[config.mk]
export PLATFORM = sky130hd
export DESIGN_NAME = eckf_ellipse
export DESIGN_NICKNAME = d
export VERILOG_FILES = /design/src/rtl/core/eckf_pkg.sv /design/src/rtl/core/eckf_ellipse.sv
export SDC_FILE = /design/constraint.sdc
export NUM_CORES = 2
export LEC_CHECK = 0
export BUFFER_PORTS_ARGS = -buffer_cell sky130_fd_sc_hd__buf_2
export CORE_MARGIN = 2
export CORE_UTILIZATION = 40
export CTS_CLUSTER_SIZE = 25
export DETAILED_ROUTE_END_ITERATION = 8
export PLACE_DENSITY = 0.51
export SLEW_MARGIN = 20
export SYNTH_ARGS = -nofsm -noshare
export SYNTH_HDL_FRONTEND = slang
export SYNTH_SLANG_ARGS = --single-unit
export TNS_END_PERCENT = 100
[constraint.sdc]
create_clock -name clk_i -period 11.8 [get_ports clk_i]
set_input_delay 1.18 -clock clk_i [delete_from_list [all_inputs] [get_ports clk_i]]
set_output_delay 1.18 -clock clk_i [all_outputs]
set_load 0.05 [all_outputs]
[src/rtl/core/eckf_pkg.sv]
// ----------------------------------------------------------------------------
// eckf_pkg
// Shared widths, register codes, reset values and helpers for the ellipse
// color key filter.
// ----------------------------------------------------------------------------
package eckf_pkg;

  // Pixel channel width and the fixed 8-bit width of a focus coordinate.
  localparam int COLOR_BITS = 8;
  localparam int FOCUS_W    = 8;

  // Datapath widths and the 10-bit limit width; the rest are derived so that every product and sum stays exact.
  localparam int D_W     = (COLOR_BITS > FOCUS_W) ? COLOR_BITS : FOCUS_W;
  localparam int SQ_W    = 2 * D_W;
  localparam int P_W     = SQ_W + 1;
  localparam int LIMIT_W = 10;
  localparam int LSQ_W   = 2 * LIMIT_W;
  localparam int T_W     = ((LSQ_W > P_W + 1) ? LSQ_W : (P_W + 1)) + 1;
  localparam int TM_W    = T_W - 1;
  localparam int PQ_W    = 2 * P_W + 2;
  localparam int TT_W    = 2 * TM_W;
  localparam int CMP_W   = (PQ_W > TT_W) ? PQ_W : TT_W;

  // Register and stream widths.
  localparam int FOCI_W   = 4 * FOCUS_W;
  localparam int KEY_W    = 24;
  localparam int PIX_W    = 3 * COLOR_BITS;
  localparam int TDATA_W  = ((PIX_W + 7) / 8) * 8;
  localparam int APB_DW   = 32;
  localparam int ADDR_W   = 5;
  localparam int IDX_W    = 3;

  // Pipeline depth: four arithmetic stages plus the output register.
  localparam int STAGES   = 5;

  typedef enum logic [IDX_W-1:0] {
    REG_A_FOCI  = 3'd0,
    REG_A_LIMIT = 3'd1,
    REG_B_FOCI  = 3'd2,
    REG_B_LIMIT = 3'd3,
    REG_C_FOCI  = 3'd4,
    REG_C_LIMIT = 3'd5,
    REG_KEY     = 3'd6
  } reg_idx_e;

  localparam logic [FOCI_W-1:0]  A_FOCI_RST  = 32'hC3C8_2328;
  localparam logic [LIMIT_W-1:0] A_LIMIT_RST = 10'd228;
  localparam logic [FOCI_W-1:0]  B_FOCI_RST  = 32'hC3CD_232D;
  localparam logic [LIMIT_W-1:0] B_LIMIT_RST = 10'd229;
  localparam logic [FOCI_W-1:0]  C_FOCI_RST  = 32'hC3B4_2314;
  localparam logic [LIMIT_W-1:0] C_LIMIT_RST = 10'd228;
  localparam logic [KEY_W-1:0]   KEY_RST     = 24'h40FF80;

  // Stage enables and valid bits, handed from the flow control to the datapath.
  typedef struct packed {
    logic [STAGES-1:0] en;
    logic [STAGES-1:0] vld;
  } pipe_ctl_t;

  function automatic logic [D_W-1:0] abs_diff(input logic [D_W-1:0] a,
                                               input logic [D_W-1:0] b);
    logic [D_W-1:0] r;
    r = (a >= b) ? (a - b) : (b - a);
    return r;
  endfunction

endpackage

[src/rtl/core/eckf_ellipse.sv]
// ----------------------------------------------------------------------------
// eckf_ellipse
// Four-stage exact test of one ellipse: is the distance sum from a point to
// the two foci strictly greater than the limit?
// ----------------------------------------------------------------------------
module eckf_ellipse (
  input  logic                                  clk_i,
  input  eckf_pkg::pipe_ctl_t                   ctl_i,
  input  logic [eckf_pkg::COLOR_BITS-1:0]       u_i,
  input  logic [eckf_pkg::COLOR_BITS-1:0]       v_i,
  input  logic [eckf_pkg::FOCI_W-1:0]           foci_i,
  input  logic [eckf_pkg::LIMIT_W-1:0]          limit_i,
  output logic                                  outside_o
);

  localparam int DW = eckf_pkg::D_W;
  localparam int FW = eckf_pkg::FOCUS_W;

  // Stage 1: absolute coordinate differences to both foci.
  logic [DW-1:0] du1_q, dv1_q, du2_q, dv2_q;
  // Stage 2: squared distances.
  logic [eckf_pkg::P_W-1:0] p2_q, q2_q;
  // Stage 3: T = L*L - P - Q.
  logic [eckf_pkg::P_W-1:0] p3_q, q3_q;
  logic signed [eckf_pkg::T_W-1:0] t3_q;
  // Stage 4: products.
  logic                        neg4_q;
  logic [eckf_pkg::PQ_W-1:0]   pq4_q;
  logic [eckf_pkg::TT_W-1:0]   tt4_q;

  logic [DW-1:0] u_ext, v_ext;
  logic [eckf_pkg::SQ_W-1:0] sq_u1, sq_v1, sq_u2, sq_v2;
  logic [eckf_pkg::LSQ_W-1:0] lsq;
  logic signed [eckf_pkg::T_W-1:0] t_d;
  logic [eckf_pkg::TM_W-1:0] t_mag;

  assign u_ext = DW'(u_i);
  assign v_ext = DW'(v_i);

  assign sq_u1 = du1_q * du1_q;
  assign sq_v1 = dv1_q * dv1_q;
  assign sq_u2 = du2_q * du2_q;
  assign sq_v2 = dv2_q * dv2_q;

  assign lsq = limit_i * limit_i;
  assign t_d = $signed({1'b0, eckf_pkg::TM_W'(lsq)})
             - $signed({1'b0, eckf_pkg::TM_W'(p2_q)})
             - $signed({1'b0, eckf_pkg::TM_W'(q2_q)});

  assign t_mag = t3_q[eckf_pkg::TM_W-1:0];

  always_ff @(posedge clk_i) begin
    if (ctl_i.en[0]) begin
      du1_q <= eckf_pkg::abs_diff(u_ext, DW'(foci_i[0*FW +: FW]));
      dv1_q <= eckf_pkg::abs_diff(v_ext, DW'(foci_i[1*FW +: FW]));
      du2_q <= eckf_pkg::abs_diff(u_ext, DW'(foci_i[2*FW +: FW]));
      dv2_q <= eckf_pkg::abs_diff(v_ext, DW'(foci_i[3*FW +: FW]));
    end
    if (ctl_i.en[1]) begin
      p2_q <= eckf_pkg::P_W'(sq_u1) + eckf_pkg::P_W'(sq_v1);
      q2_q <= eckf_pkg::P_W'(sq_u2) + eckf_pkg::P_W'(sq_v2);
    end
    if (ctl_i.en[2]) begin
      p3_q <= p2_q;
      q3_q <= q2_q;
      t3_q <= t_d;
    end
    if (ctl_i.en[3]) begin
      neg4_q <= t3_q[eckf_pkg::T_W-1];
      pq4_q  <= {eckf_pkg::PQ_W'(p3_q * q3_q)} << 2;
      tt4_q  <= t_mag * t_mag;
    end
  end

  // A negative T already means the sum exceeds the limit; otherwise the
  // squared form 4PQ > T*T decides.
  assign outside_o = neg4_q
                  || (eckf_pkg::CMP_W'(pq4_q) > eckf_pkg::CMP_W'(tt4_q));

endmodule
==> impl_metrics.tcl <==
set metrics [dict create \
    crit_chain "buf_4 -> nand2_1 -> fa_1 -> inv_1 -> fa_1 -> fa_1 -> fa_1 -> inv_1 -> fa_1 -> inv_1 -> fa_1 -> fa_1 -> ha_1 -> a211oi_1 -> nor2_1 -> or2_2 -> o21ai_0 -> a211oi_1 -> o21ai_0 -> o21ai_0 -> a21oi_1 -> xnor2_1" \
    final_nets 5538 \
    synth.net_count 5555 \
    initialDrtViolationCount 1018 \
    slowest_stage "o21ai_0" \
    routabilityCongestion 0.820 \
    routedWlPerCell_um 15.6 \
    slew_headroom_pct 33.6 \
    grt_pass1_wl_um 149000 \
    clkTransAtPathRegs_ns 0.08 \
    cts-root-buf "clkbuf_16" \
    cts_setup_buffers 0 \
    tritoncts "done" \
    worstHoldStart "q2_q[2]" \
    synth_ff_type "edfxtp_1" \
    timing.fmax_ghz 0.133 \
    path_buf_inv 4 \
    vias_per_cell 4.80 \
    start_util_pct 40.2 \
    reg2reg_depth 22 \
    gr-total-overflow 0 \
    ys_ff_latch 195 \
    crit_top_cell "fa_1" \
    cts_sinks 195 \
    crit_type "reg -> reg" \
    critPathLaunch "t3_q[8]" \
    totalNegativeSetupSlack_ns 0 \
    cp.required_ns 12.05 \
    layout-area-overhead-vs-synth_pct 5.71 \
    drv_slew 0 \
    vias 26800 \
    synth_area_leaders "fa_1, ha_1, edfxtp_1, inv_1, nand2_1" \
    cp_max_fo 22 \
    synth_edf_count 195 \
    cts.path.max_buffers 2 \
    port_buffers 63 \
    hold_depth 0 \
    hp-class "reg -> reg" \
    max_cap_violations 0 \
    synth-async-reset-ratio_pct 0 \
    synth.top_cell.area_share_pct 36.4 \
    grt_pass1_vias 29100 \
    synth_seq_area_share_pct 14.3 \
    finalHoldViolations 0 \
    core_um2 101000 \
    wl_um 86900 \
    die_w_um 323 \
    placementRows 117 \
    grtUsageTotal_pct 18.0 \
    timing.rr.start "t3_q[8]" \
    die_y_um 323 \
    die_area_um2 105000 \
    reg2reg_to "tt4_q[39]" \
    final_common_cell "inv_1" \
    cts_resized 0 \
    clk_latency_ns 0.49 \
    max_stage_delay_ns 0.62 \
    min_to "q3_q[2]" \
    postSynthAreaPerCell_um2 9.70 \
    synth_area_um2 40800 \
    drtAntennaViolNets 0 \
    crit_family "adder cells" \
    min_period_ns 7.54 \
    ctsHoldBuffers 0 \
    num-fill-cells 10200 \
    rsz0062_at_grt "false" \
    critPathLaunchType "register" \
    dr.pass1.iters 4 \
    antenna_found_initial 1 \
    ys_warn_count 0 \
    setup_violations 0 \
    period_share_pct 63.9 \
    run_status "finished clean" \
    layout_common_cells "inv_1, fa_1, ha_1" \
    pin_count 70 \
    drc 0 \
    hpwlAfterDp_um 73600 \
    numCtsBuffers 17 \
    cts_max_level 4 \
    num_antenna_cells 0 \
    synth.largest_area_cell "fa_1" \
    cp-end-kind "register" \
    grt_start_max_net_pins 75 \
    tightest_slew_ns 0.996 \
    synth.distinct_cells 67 \
    finClkSkew_ns 0.0135 \
    arrival_ns 7.79 \
    synth_cells 4211 \
    r2r_slack_ns 4.26 \
    drive_gt1_share_pct 3.64 \
]
-- state kept, by name (all words and copies together), names as in the netlist --
signal and count:
du1_q 8, du2_q 8, dv1_q 8, dv2_q 8, neg4_q 1, p2_q 17, p3_q 17, pq4_q 34
q2_q 17, q3_q 17, t3_q 21, tt4_q 39
-- cells by family after synthesis --
logic type	share of synthesized area [%]
and+or+nand+nor	11.5
buffers and inverters	11.1
adders and majority gates	52.7
xor gates and xnor gates	3.45
muxes	0.827
AOI/OAI and AO/OA	6.03
DFF	14.3
-- worst max-delay path by stage --
stage / endpoint / depth (start not counted) / slack [ns]
floorplan: tt4_q[37] / 23 / 4.88
global placement: tt4_q[39] / 24 / 4.35
detailed placement: tt4_q[39] / 22 / 4.43
CTS: tt4_q[39] / 22 / 4.38
global route: tt4_q[36] / 22 / 3.83
finish: tt4_q[39] / 22 / 4.26
-- Yosys cell counts (5+ instances only) --
master / count
nand2_1: 431
xor2_1: 52
mux2i_1: 27
nor2_1: 90
o31ai_1: 6
and2_1: 258
nor4_1: 5
nand2b_1: 24
nor3_1: 19
or2_2: 14
and3_1: 14
o21a_1: 15
o211ai_1: 6
a31oi_1: 12
o21ai_0: 61
a21o_1: 72
nand4_1: 25
inv_1: 1081
or4_1: 5
nand3_1: 23
a31o_2: 5
mux2_2: 6
xnor2_1: 109
fa_1: 743
nor2b_1: 43
o21bai_1: 16
clkbuf_1: 120
ha_1: 532
a21oi_1: 120
a211oi_1: 17
edfxtp_1: 195
-- final cells by class --
cell class | count | area, µm² | area share (%)
Sequential cell | 195 | 5860 | 13.6
Inverter | 1081 | 4060 | 9.40
Multi-Input combinational cell | 2812 | 30500 | 70.6
Timing Repair Buffer | 87 | 498 | 1.15
Clock inverter | 13 | 150 | 0.348
Clock buffer | 19 | 433 | 1.00
Tap cell | 1368 | 1710 | 3.97
-- metal layers --
metal,share of wire (%),up-vias,GRT usage (%)
li1,-,12800,-
met1,47,13600,24.4
met3,2.6,66,1.87
met2,49,297,31.3
met5,0,-,0
met4,1.6,0,3.64
-- stage by stage --
step	cell area (µm²)	utilization, %	setup slack [ns]	hold WS [ns]	std cells
after floorplan	40800	-	4.88	0.400	4211
after global placement	42600	42.0	4.35	0.433	5543
after detailed placement	42600	42.0	4.43	0.439	5543
after CTS	43200	42.5	4.38	0.460	5575
after global routing	43200	42.5	3.83	0.478	5575
final	43200	42.5	4.26	0.455	5575
Power is left out: the tool's default activity adds up to more than one toggle a clock period on the data nets, which glitch-free logic cannot reach.
