**src/rtl/core/eckf_pkg.sv**
```systemverilog
// ----------------------------------------------------------------------------
// eckf_pkg
// Shared widths, register codes, reset values and helpers for the ellipse
// color key filter.
// ----------------------------------------------------------------------------
package eckf_pkg;

  // Pixel channel width and the fixed 8-bit width of a focus coordinate.
  localparam int COLOR_BITS = 8;
  localparam int FOCUS_W    = 8;

  // Datapath widths and the 10-bit limit width; the rest are derived so that every product and sum stays exact.
  localparam int D_W     = (COLOR_BITS > FOCUS_W) ? COLOR_BITS : FOCUS_W;
  localparam int SQ_W    = 2 * D_W;
  localparam int P_W     = SQ_W + 1;
  localparam int LIMIT_W = 10;
  localparam int LSQ_W   = 2 * LIMIT_W;
  localparam int T_W     = ((LSQ_W > P_W + 1) ? LSQ_W : (P_W + 1)) + 1;
  localparam int TM_W    = T_W - 1;
  localparam int PQ_W    = 2 * P_W + 2;
  localparam int TT_W    = 2 * TM_W;
  localparam int CMP_W   = (PQ_W > TT_W) ? PQ_W : TT_W;

  // Register and stream widths.
  localparam int FOCI_W   = 4 * FOCUS_W;
  localparam int KEY_W    = 24;
  localparam int PIX_W    = 3 * COLOR_BITS;
  localparam int TDATA_W  = ((PIX_W + 7) / 8) * 8;
  localparam int APB_DW   = 32;
  localparam int ADDR_W   = 5;
  localparam int IDX_W    = 3;

  // Pipeline depth: four arithmetic stages plus the output register.
  localparam int STAGES   = 5;

  typedef enum logic [IDX_W-1:0] {
    REG_A_FOCI  = 3'd0,
    REG_A_LIMIT = 3'd1,
    REG_B_FOCI  = 3'd2,
    REG_B_LIMIT = 3'd3,
    REG_C_FOCI  = 3'd4,
    REG_C_LIMIT = 3'd5,
    REG_KEY     = 3'd6
  } reg_idx_e;

  localparam logic [FOCI_W-1:0]  A_FOCI_RST  = 32'hC3C8_2328;
  localparam logic [LIMIT_W-1:0] A_LIMIT_RST = 10'd228;
  localparam logic [FOCI_W-1:0]  B_FOCI_RST  = 32'hC3CD_232D;
  localparam logic [LIMIT_W-1:0] B_LIMIT_RST = 10'd229;
  localparam logic [FOCI_W-1:0]  C_FOCI_RST  = 32'hC3B4_2314;
  localparam logic [LIMIT_W-1:0] C_LIMIT_RST = 10'd228;
  localparam logic [KEY_W-1:0]   KEY_RST     = 24'h40FF80;

  // Stage enables and valid bits, handed from the flow control to the datapath.
  typedef struct packed {
    logic [STAGES-1:0] en;
    logic [STAGES-1:0] vld;
  } pipe_ctl_t;

  function automatic logic [D_W-1:0] abs_diff(input logic [D_W-1:0] a,
                                               input logic [D_W-1:0] b);
    logic [D_W-1:0] r;
    r = (a >= b) ? (a - b) : (b - a);
    return r;
  endfunction

endpackage

```
**src/rtl/core/eckf_pipe_ctrl.sv**
```systemverilog
// ----------------------------------------------------------------------------
// eckf_pipe_ctrl
// Valid bits and per-stage load enables for the filter pipeline.
// ----------------------------------------------------------------------------
module eckf_pipe_ctrl (
  input  logic                 clk_i,
  input  logic                 rst_ni,
  input  logic                 in_valid_i,
  input  logic                 out_ready_i,
  output eckf_pkg::pipe_ctl_t  ctl_o
);

  logic [eckf_pkg::STAGES-1:0] vld_q;
  logic [eckf_pkg::STAGES-1:0] vld_d;
  logic [eckf_pkg::STAGES-1:0] en;

  // A stage loads when it is empty or its content moves on this cycle, so
  // bubbles close up while the output waits.
  always_comb begin
    en[eckf_pkg::STAGES-1] = !vld_q[eckf_pkg::STAGES-1] || out_ready_i;
    for (int k = eckf_pkg::STAGES - 2; k >= 0; k--) begin
      en[k] = !vld_q[k] || en[k+1];
    end
  end

  always_comb begin
    vld_d = vld_q;
    if (en[0]) begin
      vld_d[0] = in_valid_i;
    end
    for (int k = 1; k < eckf_pkg::STAGES; k++) begin
      if (en[k]) begin
        vld_d[k] = vld_q[k-1];
      end
    end
  end

  always_ff @(posedge clk_i or negedge rst_ni) begin
    if (!rst_ni) begin
      vld_q <= '0;
    end else begin
      vld_q <= vld_d;
    end
  end

  assign ctl_o.en  = en;
  assign ctl_o.vld = vld_q;

endmodule

```
**config.mk**
```make
export PLATFORM = sky130hd
export DESIGN_NAME = eckf_pipe_ctrl
export DESIGN_NICKNAME = d
export VERILOG_FILES = /design/src/rtl/core/eckf_pkg.sv /design/src/rtl/core/eckf_pipe_ctrl.sv
export SDC_FILE = /design/constraint.sdc
export NUM_CORES = 1
export LEC_CHECK = 0
export ABC_AREA = 1
export BUFFER_PORTS_ARGS = -buffer_cell sky130_fd_sc_hd__buf_2
export CELL_PAD_IN_SITES_DETAIL_PLACEMENT = 2
export CELL_PAD_IN_SITES_GLOBAL_PLACEMENT = 2
export CORE_AREA = 2 2 39 41
export CTS_CLUSTER_DIAMETER = 150
export DETAILED_ROUTE_END_ITERATION = 12
export DIE_AREA = 0 0 41 43
export GPL_TIMING_DRIVEN = 0
export PLACE_DENSITY = 0.58
export SYNTH_ARGS = -nofsm -noshare
export SYNTH_HDL_FRONTEND = slang
export SYNTH_SLANG_ARGS = --single-unit
```
**constraint.sdc**
```tcl
create_clock -name clk_i -period 1.15 [get_ports clk_i]
set_input_delay 0.115 -clock clk_i [delete_from_list [all_inputs] [get_ports clk_i]]
set_output_delay 0.115 -clock clk_i [all_outputs]
set_load 0.03 [all_outputs]
```
==> flow_metrics.tcl, run 1 <==
set metrics [dict create \
    cts_sinks 5 \
    wl_met2_um 286 \
    drt_pass1_iterations 2 \
    clock_latency_ns 0.24 \
    syn_nets 25 \
    wl_um 578 \
    holdWs_ns 0.0612 \
    ys_warn_count 0 \
    clockRootBuffer "clkbuf_4" \
    h-tree-depth 1 \
    die_w_um 41 \
    period_minus_slack_ns 1.22 \
    final-setup-viol-count 3 \
    drv_slew 0 \
    grt_pass1_wl_um 917 \
    pin_count 14 \
    drc 0 \
    rsz0062_at_grt "true" \
    synth-seq-area-share_pct 60.2 \
    drive_gt1_share_pct 58.5 \
    wl_met3_um 76 \
    io_buffers 13 \
    area_delta_synth_final_pct 87.3 \
    vias_per_cell 3.70 \
    maxCapViolCount 0 \
    critPathLaunchType "register" \
    place_congestion 0.547 \
    fmax_ghz 0.818 \
    row_count 14 \
    diodes 0 \
    cp_max_fo 4 \
    largest_reg_flops 5 \
    peakVddDrop_uv 511 \
    cellLeakagePower_nw 0.198 \
    die_y_um 43 \
    antenna_found_initial 0 \
    crit_required_ns 1.03 \
    die_area_um2 1760 \
    drt_iter0_markers 1 \
    p_per_area_nw_per_um2 1700 \
    yosysUniqueCellTypes 6 \
    clkSlewWorstSetupHoldPaths_ns 0.04 \
    violations "setup timing" \
    start_util_pct 15.0 \
    period_share_pct 106 \
    num_vias 211 \
    ys_seq_elements 5 \
    nets 46 \
    critPathCaptureType "output pin" \
    reg_top3 "vld_q: 5 flops" \
    worst_pin_slew_ns 0.200 \
    setup_ws_ns -0.0728 \
    ant_nets 0 \
    finalNonFillerCells 57 \
    hp-class "in2reg" \
    grt_pass1_vias 236 \
    critPathKind "reg2out" \
    yosys-top-cells-area "dfrtp_1 (60%), inv_1 (11%), nand2_1 (11%)" \
    grt_max_degree 6 \
    synth_area_um2 208 \
    finalClockSkew_ns 0.000362 \
    track_usage_pct 8.70 \
    final_area_um2 389 \
    overflow 0 \
    core_um2 1380 \
    top_layer "met4" \
    relSlewSlack_pct 86.6 \
    layout_commonest_cell "buf_2" \
    dp.cells 50 \
    syn_avg_cell_area_um2 9.89 \
    arrival_ns 1.11 \
    top_register "vld_q" \
    wl_per_cell_um 10.1 \
    cts_tree "done" \
    status "finished, violations left" \
    final_cell_mix "buf_2 (9), inv_1 (6), nand2_1 (5)" \
    dp_hpwl_um 450 \
    synth_top_area_share_pct 60.2 \
    drt-met1-wl_um 199 \
    final_hold_viol_count 0 \
    synth_area_leader_cell "dfrtp_1" \
    cts_buffers 3 \
    synth_cells 21 \
    placed_area_um2 313 \
    ctsLongestPathBuffers 2 \
]
kinds of logic (layout without fill, tap and decap cells):
| family | Yosys count | after routing | synth area share (%) |
|---|---|---|---|
| simple gates | 10 | 10 | 28.9 |
| buf+inv | 6 | 26 | 10.8 |
| flops | 5 | 5 | 60.2 |
worst max-delay path, stage by stage, from the launching register on:
cell and delay (ns):
dfrtp_2 0.38, nand3_4 0.09, nor2_4 0.16, nand3_4 0.09, buf_6 0.15
where the power goes:
part | leakage, nW | internal (mW) | total (mW) | switching (mW)
logic | 0.132 | 0.0847 | 0.234 | 0.149
registers | 0.0510 | 0.199 | 0.222 | 0.0232
clock network | 0.0150 | 0.131 | 0.204 | 0.0727
total | 0.198 | 0.415 | 0.660 | 0.245
metal layers:
metal  global-route usage, %  vias to the layer above
li1                        -                      101
met1                    7.26                       92
met2                    12.8                       16
met3                    5.76                        2
met4                    8.00                        0
met5                       0                        -
per-stage QoR:
stage | total power, mW | util (%) | TNS, ns | setup slack [ns]
finish | 0.660 | 28.1 | -0.188 | -0.0728
global route | 0.713 | 28.1 | -0.449 | -0.141
CTS | 0.677 | 28.1 | -0.356 | -0.122
detailed placement | 0.425 | 22.6 | 0 | 0.142
global placement | 0.420 | 22.6 | 0 | 0.155
floorplan | 0.364 | - | 0 | 0.0303
cells in the mapped netlist, drive strengths merged:
| cell | instances |
|---|---|
| or2 | 1 |
| inv | 6 |
| nor2 | 1 |
| dfrtp | 5 |
| nand2 | 6 |
| nand3 | 2 |
path summary, 6_finish.rpt:
| kind | from | to | slack, ns | depth (start not counted) |
|---|---|---|---|---|
| worst min-delay path | in_valid_i | vld_q[0]$_DFFE_PN0P_ | 0.06 | 3 |
| worst max-delay path | vld_q[3]$_DFFE_PN0P_ | ctl_o[5] | -0.07 | 4 |
| worst min register to register | vld_q[2]$_DFFE_PN0P_ | vld_q[3]$_DFFE_PN0P_ | 0.51 | 2 |
| min in group asynchronous | rst_ni | vld_q[2]$_DFFE_PN0P_ | 0.22 | 2 |
| worst max register to register | vld_q[3]$_DFFE_PN0P_ | vld_q[1]$_DFFE_PN0P_ | 0.19 | 5 |
| max in group asynchronous | rst_ni | vld_q[4]$_DFFE_PN0P_ | 0.79 | 2 |
cell type report:
class,instances,area (um2)
clock buffer,4,26.3
fill,171,995
timing repair buffer,16,115
inverter,6,22.5
sequential,5,128
tap,16,20.0
multi-input combinational,10,77.6
what timing repair did:
action	4_1_cts	5_1_grt
endpoints found under the hold margin	5	0
buffers inserted	2	0
hold buffers	1	0
endpoints found under the setup margin	3	4
pin swaps	2	1
resized for setup	8	0
(Power assumes the default switching activity.)
==> inputs of run 2 (changes only) <==
--- a/config.mk
+++ b/config.mk
@@ -6,15 +6,16 @@
 export NUM_CORES = 1
 export LEC_CHECK = 0
 export ABC_AREA = 1
-export BUFFER_PORTS_ARGS = -buffer_cell sky130_fd_sc_hd__buf_2
 export CELL_PAD_IN_SITES_DETAIL_PLACEMENT = 2
 export CELL_PAD_IN_SITES_GLOBAL_PLACEMENT = 2
 export CORE_AREA = 2 2 39 41
 export CTS_CLUSTER_DIAMETER = 150
 export DETAILED_ROUTE_END_ITERATION = 12
 export DIE_AREA = 0 0 41 43
+export DONT_BUFFER_PORTS = 1
 export GPL_TIMING_DRIVEN = 0
-export PLACE_DENSITY = 0.58
+export PLACE_DENSITY = 0.41
+export SKIP_CTS_REPAIR_TIMING = 1
 export SYNTH_ARGS = -nofsm -noshare
 export SYNTH_HDL_FRONTEND = slang
 export SYNTH_SLANG_ARGS = --single-unit
==> run 2 against run 1 <==
- the flow still finishes with violations (setup timing)
- critical endpoint is now ctl_o[7]
- count of clock-buffer cells in the layout stayed put
- cell count is 25% lower
- sequential share of layout area is 11 points higher
- utilization is 6.9 points lower
- global-route usage is 0.15 points lower
- highest routed layer unchanged
- wire length is 3.3% lower
==> flow_metrics.tcl, run 2 (same netlist as run 1, synthesis figures left out) <==
set metrics [dict create \
    status "finished, violations left" \
    violations "setup timing" \
    regToRegEndpoint "vld_q[1]$_DFFE_PN0P_" \
    final-setup-viol-count 5 \
    nets 32 \
    core_um2 1380 \
    start_util_pct 15.0 \
    rsz0062_at_grt "true" \
    clock_latency_ns 0.25 \
    dp_hpwl_um 422 \
    track_usage_pct 8.55 \
    r2r.worst_path.cells 4 \
    cts_buffers 3 \
    antenna_found_initial 0 \
    drv_slew 0 \
    finalClockSkew_ns 0.000932 \
    regToRegSetupSlack_ns -0.06 \
    reg_top3 "vld_q: 5 flops" \
    ctsLongestPathBuffers 2 \
    pwr-share-comb_pct 19.4 \
    cellLeakagePower_nw 0.139 \
    final_hold_viol_count 0 \
    maxCapViolCount 0 \
    pre_cts_ws_ns -0.0641 \
    period_share_pct 123 \
    worst_pin_slew_ns 0.428 \
    row_count 14 \
    place_congestion 0.493 \
    crit_required_ns 1.03 \
    layout_commonest_cell "inv_1" \
    placed_area_um2 248 \
    wl_um 559 \
    h-tree-depth 1 \
    critPathLaunchType "register" \
    vias_per_cell 3.77 \
    final_area_um2 294 \
    grt-busiest-layer "met2" \
    cts_tree "done" \
    p_per_area_nw_per_um2 2020 \
    fmax_ghz 0.708 \
    largest_reg_flops 5 \
    top_register "vld_q" \
    cts_sinks 5 \
    num_vias 162 \
    die_y_um 43 \
    cp_max_fo 4 \
    area_delta_synth_final_pct 41.6 \
    cp_slowest_stage_delay_ns 0.49 \
    r2r_start "vld_q[4]$_DFFE_PN0P_" \
    period_minus_slack_ns 1.41 \
    critPathSlowestCell "dfrtp_2" \
    wl_per_cell_um 13.0 \
    clockPowerShare_pct 35.3 \
    critPathCaptureType "output pin" \
    grt_pass1_vias 209 \
    drt_pass1_iterations 2 \
    p_sw_share_pct 39.9 \
    pin_count 14 \
    peakVddDrop_uv 402 \
    met1_usage_pct 6.47 \
    arrival_ns 1.30 \
    drive_gt1_share_pct 33.3 \
    power_frac_seq_pct 45.4 \
    grt_pass1_wl_um 814 \
    hp-class "in2async" \
    clockRootBuffer "clkbuf_4" \
    die_area_um2 1760 \
    gr-usage-met2_pct 10.6 \
    overflow 0 \
    final_cell_mix "inv_1 (6), nand2_1 (5), clkbuf_4 (3), dfrtp_1 (3)" \
    clkSlewWorstSetupHoldPaths_ns 0.04 \
    io_buffers 0 \
    ant_nets 0 \
    setup_ws_ns -0.262 \
    grtUsageMet3_pct 8.38 \
    diodes 0 \
    relSlewSlack_pct 71.5 \
    crit_chain "nand3_4, nor2_4, inv_1" \
    power.switching_uw 237 \
    grt_max_degree 6 \
    internal_power_uw 358 \
    critPathKind "reg2out" \
    drt_iter0_markers 1 \
    die_w_um 41 \
    drc 0 \
]
-- run 2: cell count changes in the layout (fill, tap and decap cells not counted), sizes merged --
cell         before  now
buf              15    0
dlygate4sd3       1    2
-- run 2: worst max path at each step --
stage                               from                   end  depth (start not counted)
detailed placement  vld_q[4]$_DFFE_PN0P_  vld_q[1]$_DFFE_PN0P_                          4
global placement    vld_q[4]$_DFFE_PN0P_  vld_q[1]$_DFFE_PN0P_                          4
global route        vld_q[3]$_DFFE_PN0P_              ctl_o[7]                          3
floorplan           vld_q[4]$_DFFE_PN0P_  vld_q[1]$_DFFE_PN0P_                          4
CTS                 vld_q[4]$_DFFE_PN0P_              ctl_o[7]                          3
finish              vld_q[4]$_DFFE_PN0P_              ctl_o[7]                          3
-- run 2: metrics by stage --
stage	util, %	cells	hold WS [ns]	total power, mW	TNS, ns
after detailed placement	17.9	37	-0.180	0.382	-0.141
after global placement	17.9	37	-0.180	0.377	-0.0631
after global routing	21.2	43	0.169	0.637	-1.21
after floorplan	-	21	-0.181	0.364	0
final	21.2	43	0.162	0.595	-0.846
after CTS	19.8	41	-0.452	0.603	-1.01
-- run 2: power groups by stage --
| stage | clock [mW] | sequential, mW | combinational [mW] |
|---|---|---|---|
| after global routing | 0.238 | 0.273 | 0.126 |
| after detailed placement | 0 | 0.273 | 0.108 |
| after floorplan | 0 | 0.266 | 0.0975 |
| after global placement | 0 | 0.271 | 0.106 |
| final | 0.210 | 0.270 | 0.115 |
| after CTS | 0.224 | 0.271 | 0.109 |
-- run 2: area by class of cell --
cell class | instances | area [um2]
Multi-Input combinational cell | 10 | 77.6
Timing Repair Buffer | 2 | 20.0
Tap cell | 16 | 20.0
Fill cell | 167 | 1090
Clock buffer | 4 | 26.3
Sequential cell | 5 | 128
Inverter | 6 | 22.5
-- run 2: critical path, delay by kind of cell, from the launching register on --
family,cells,cell delay [ns]
DFF,1,0.49
buffers and inverters,1,0.17
and+or+nand+nor,2,0.38
-- run 2: per-layer routing --
layer	vias up	part of all wire, %
met2	14	51
met3	2	19
met5	-	0
li1	70	-
met4	0	2.5
met1	76	27
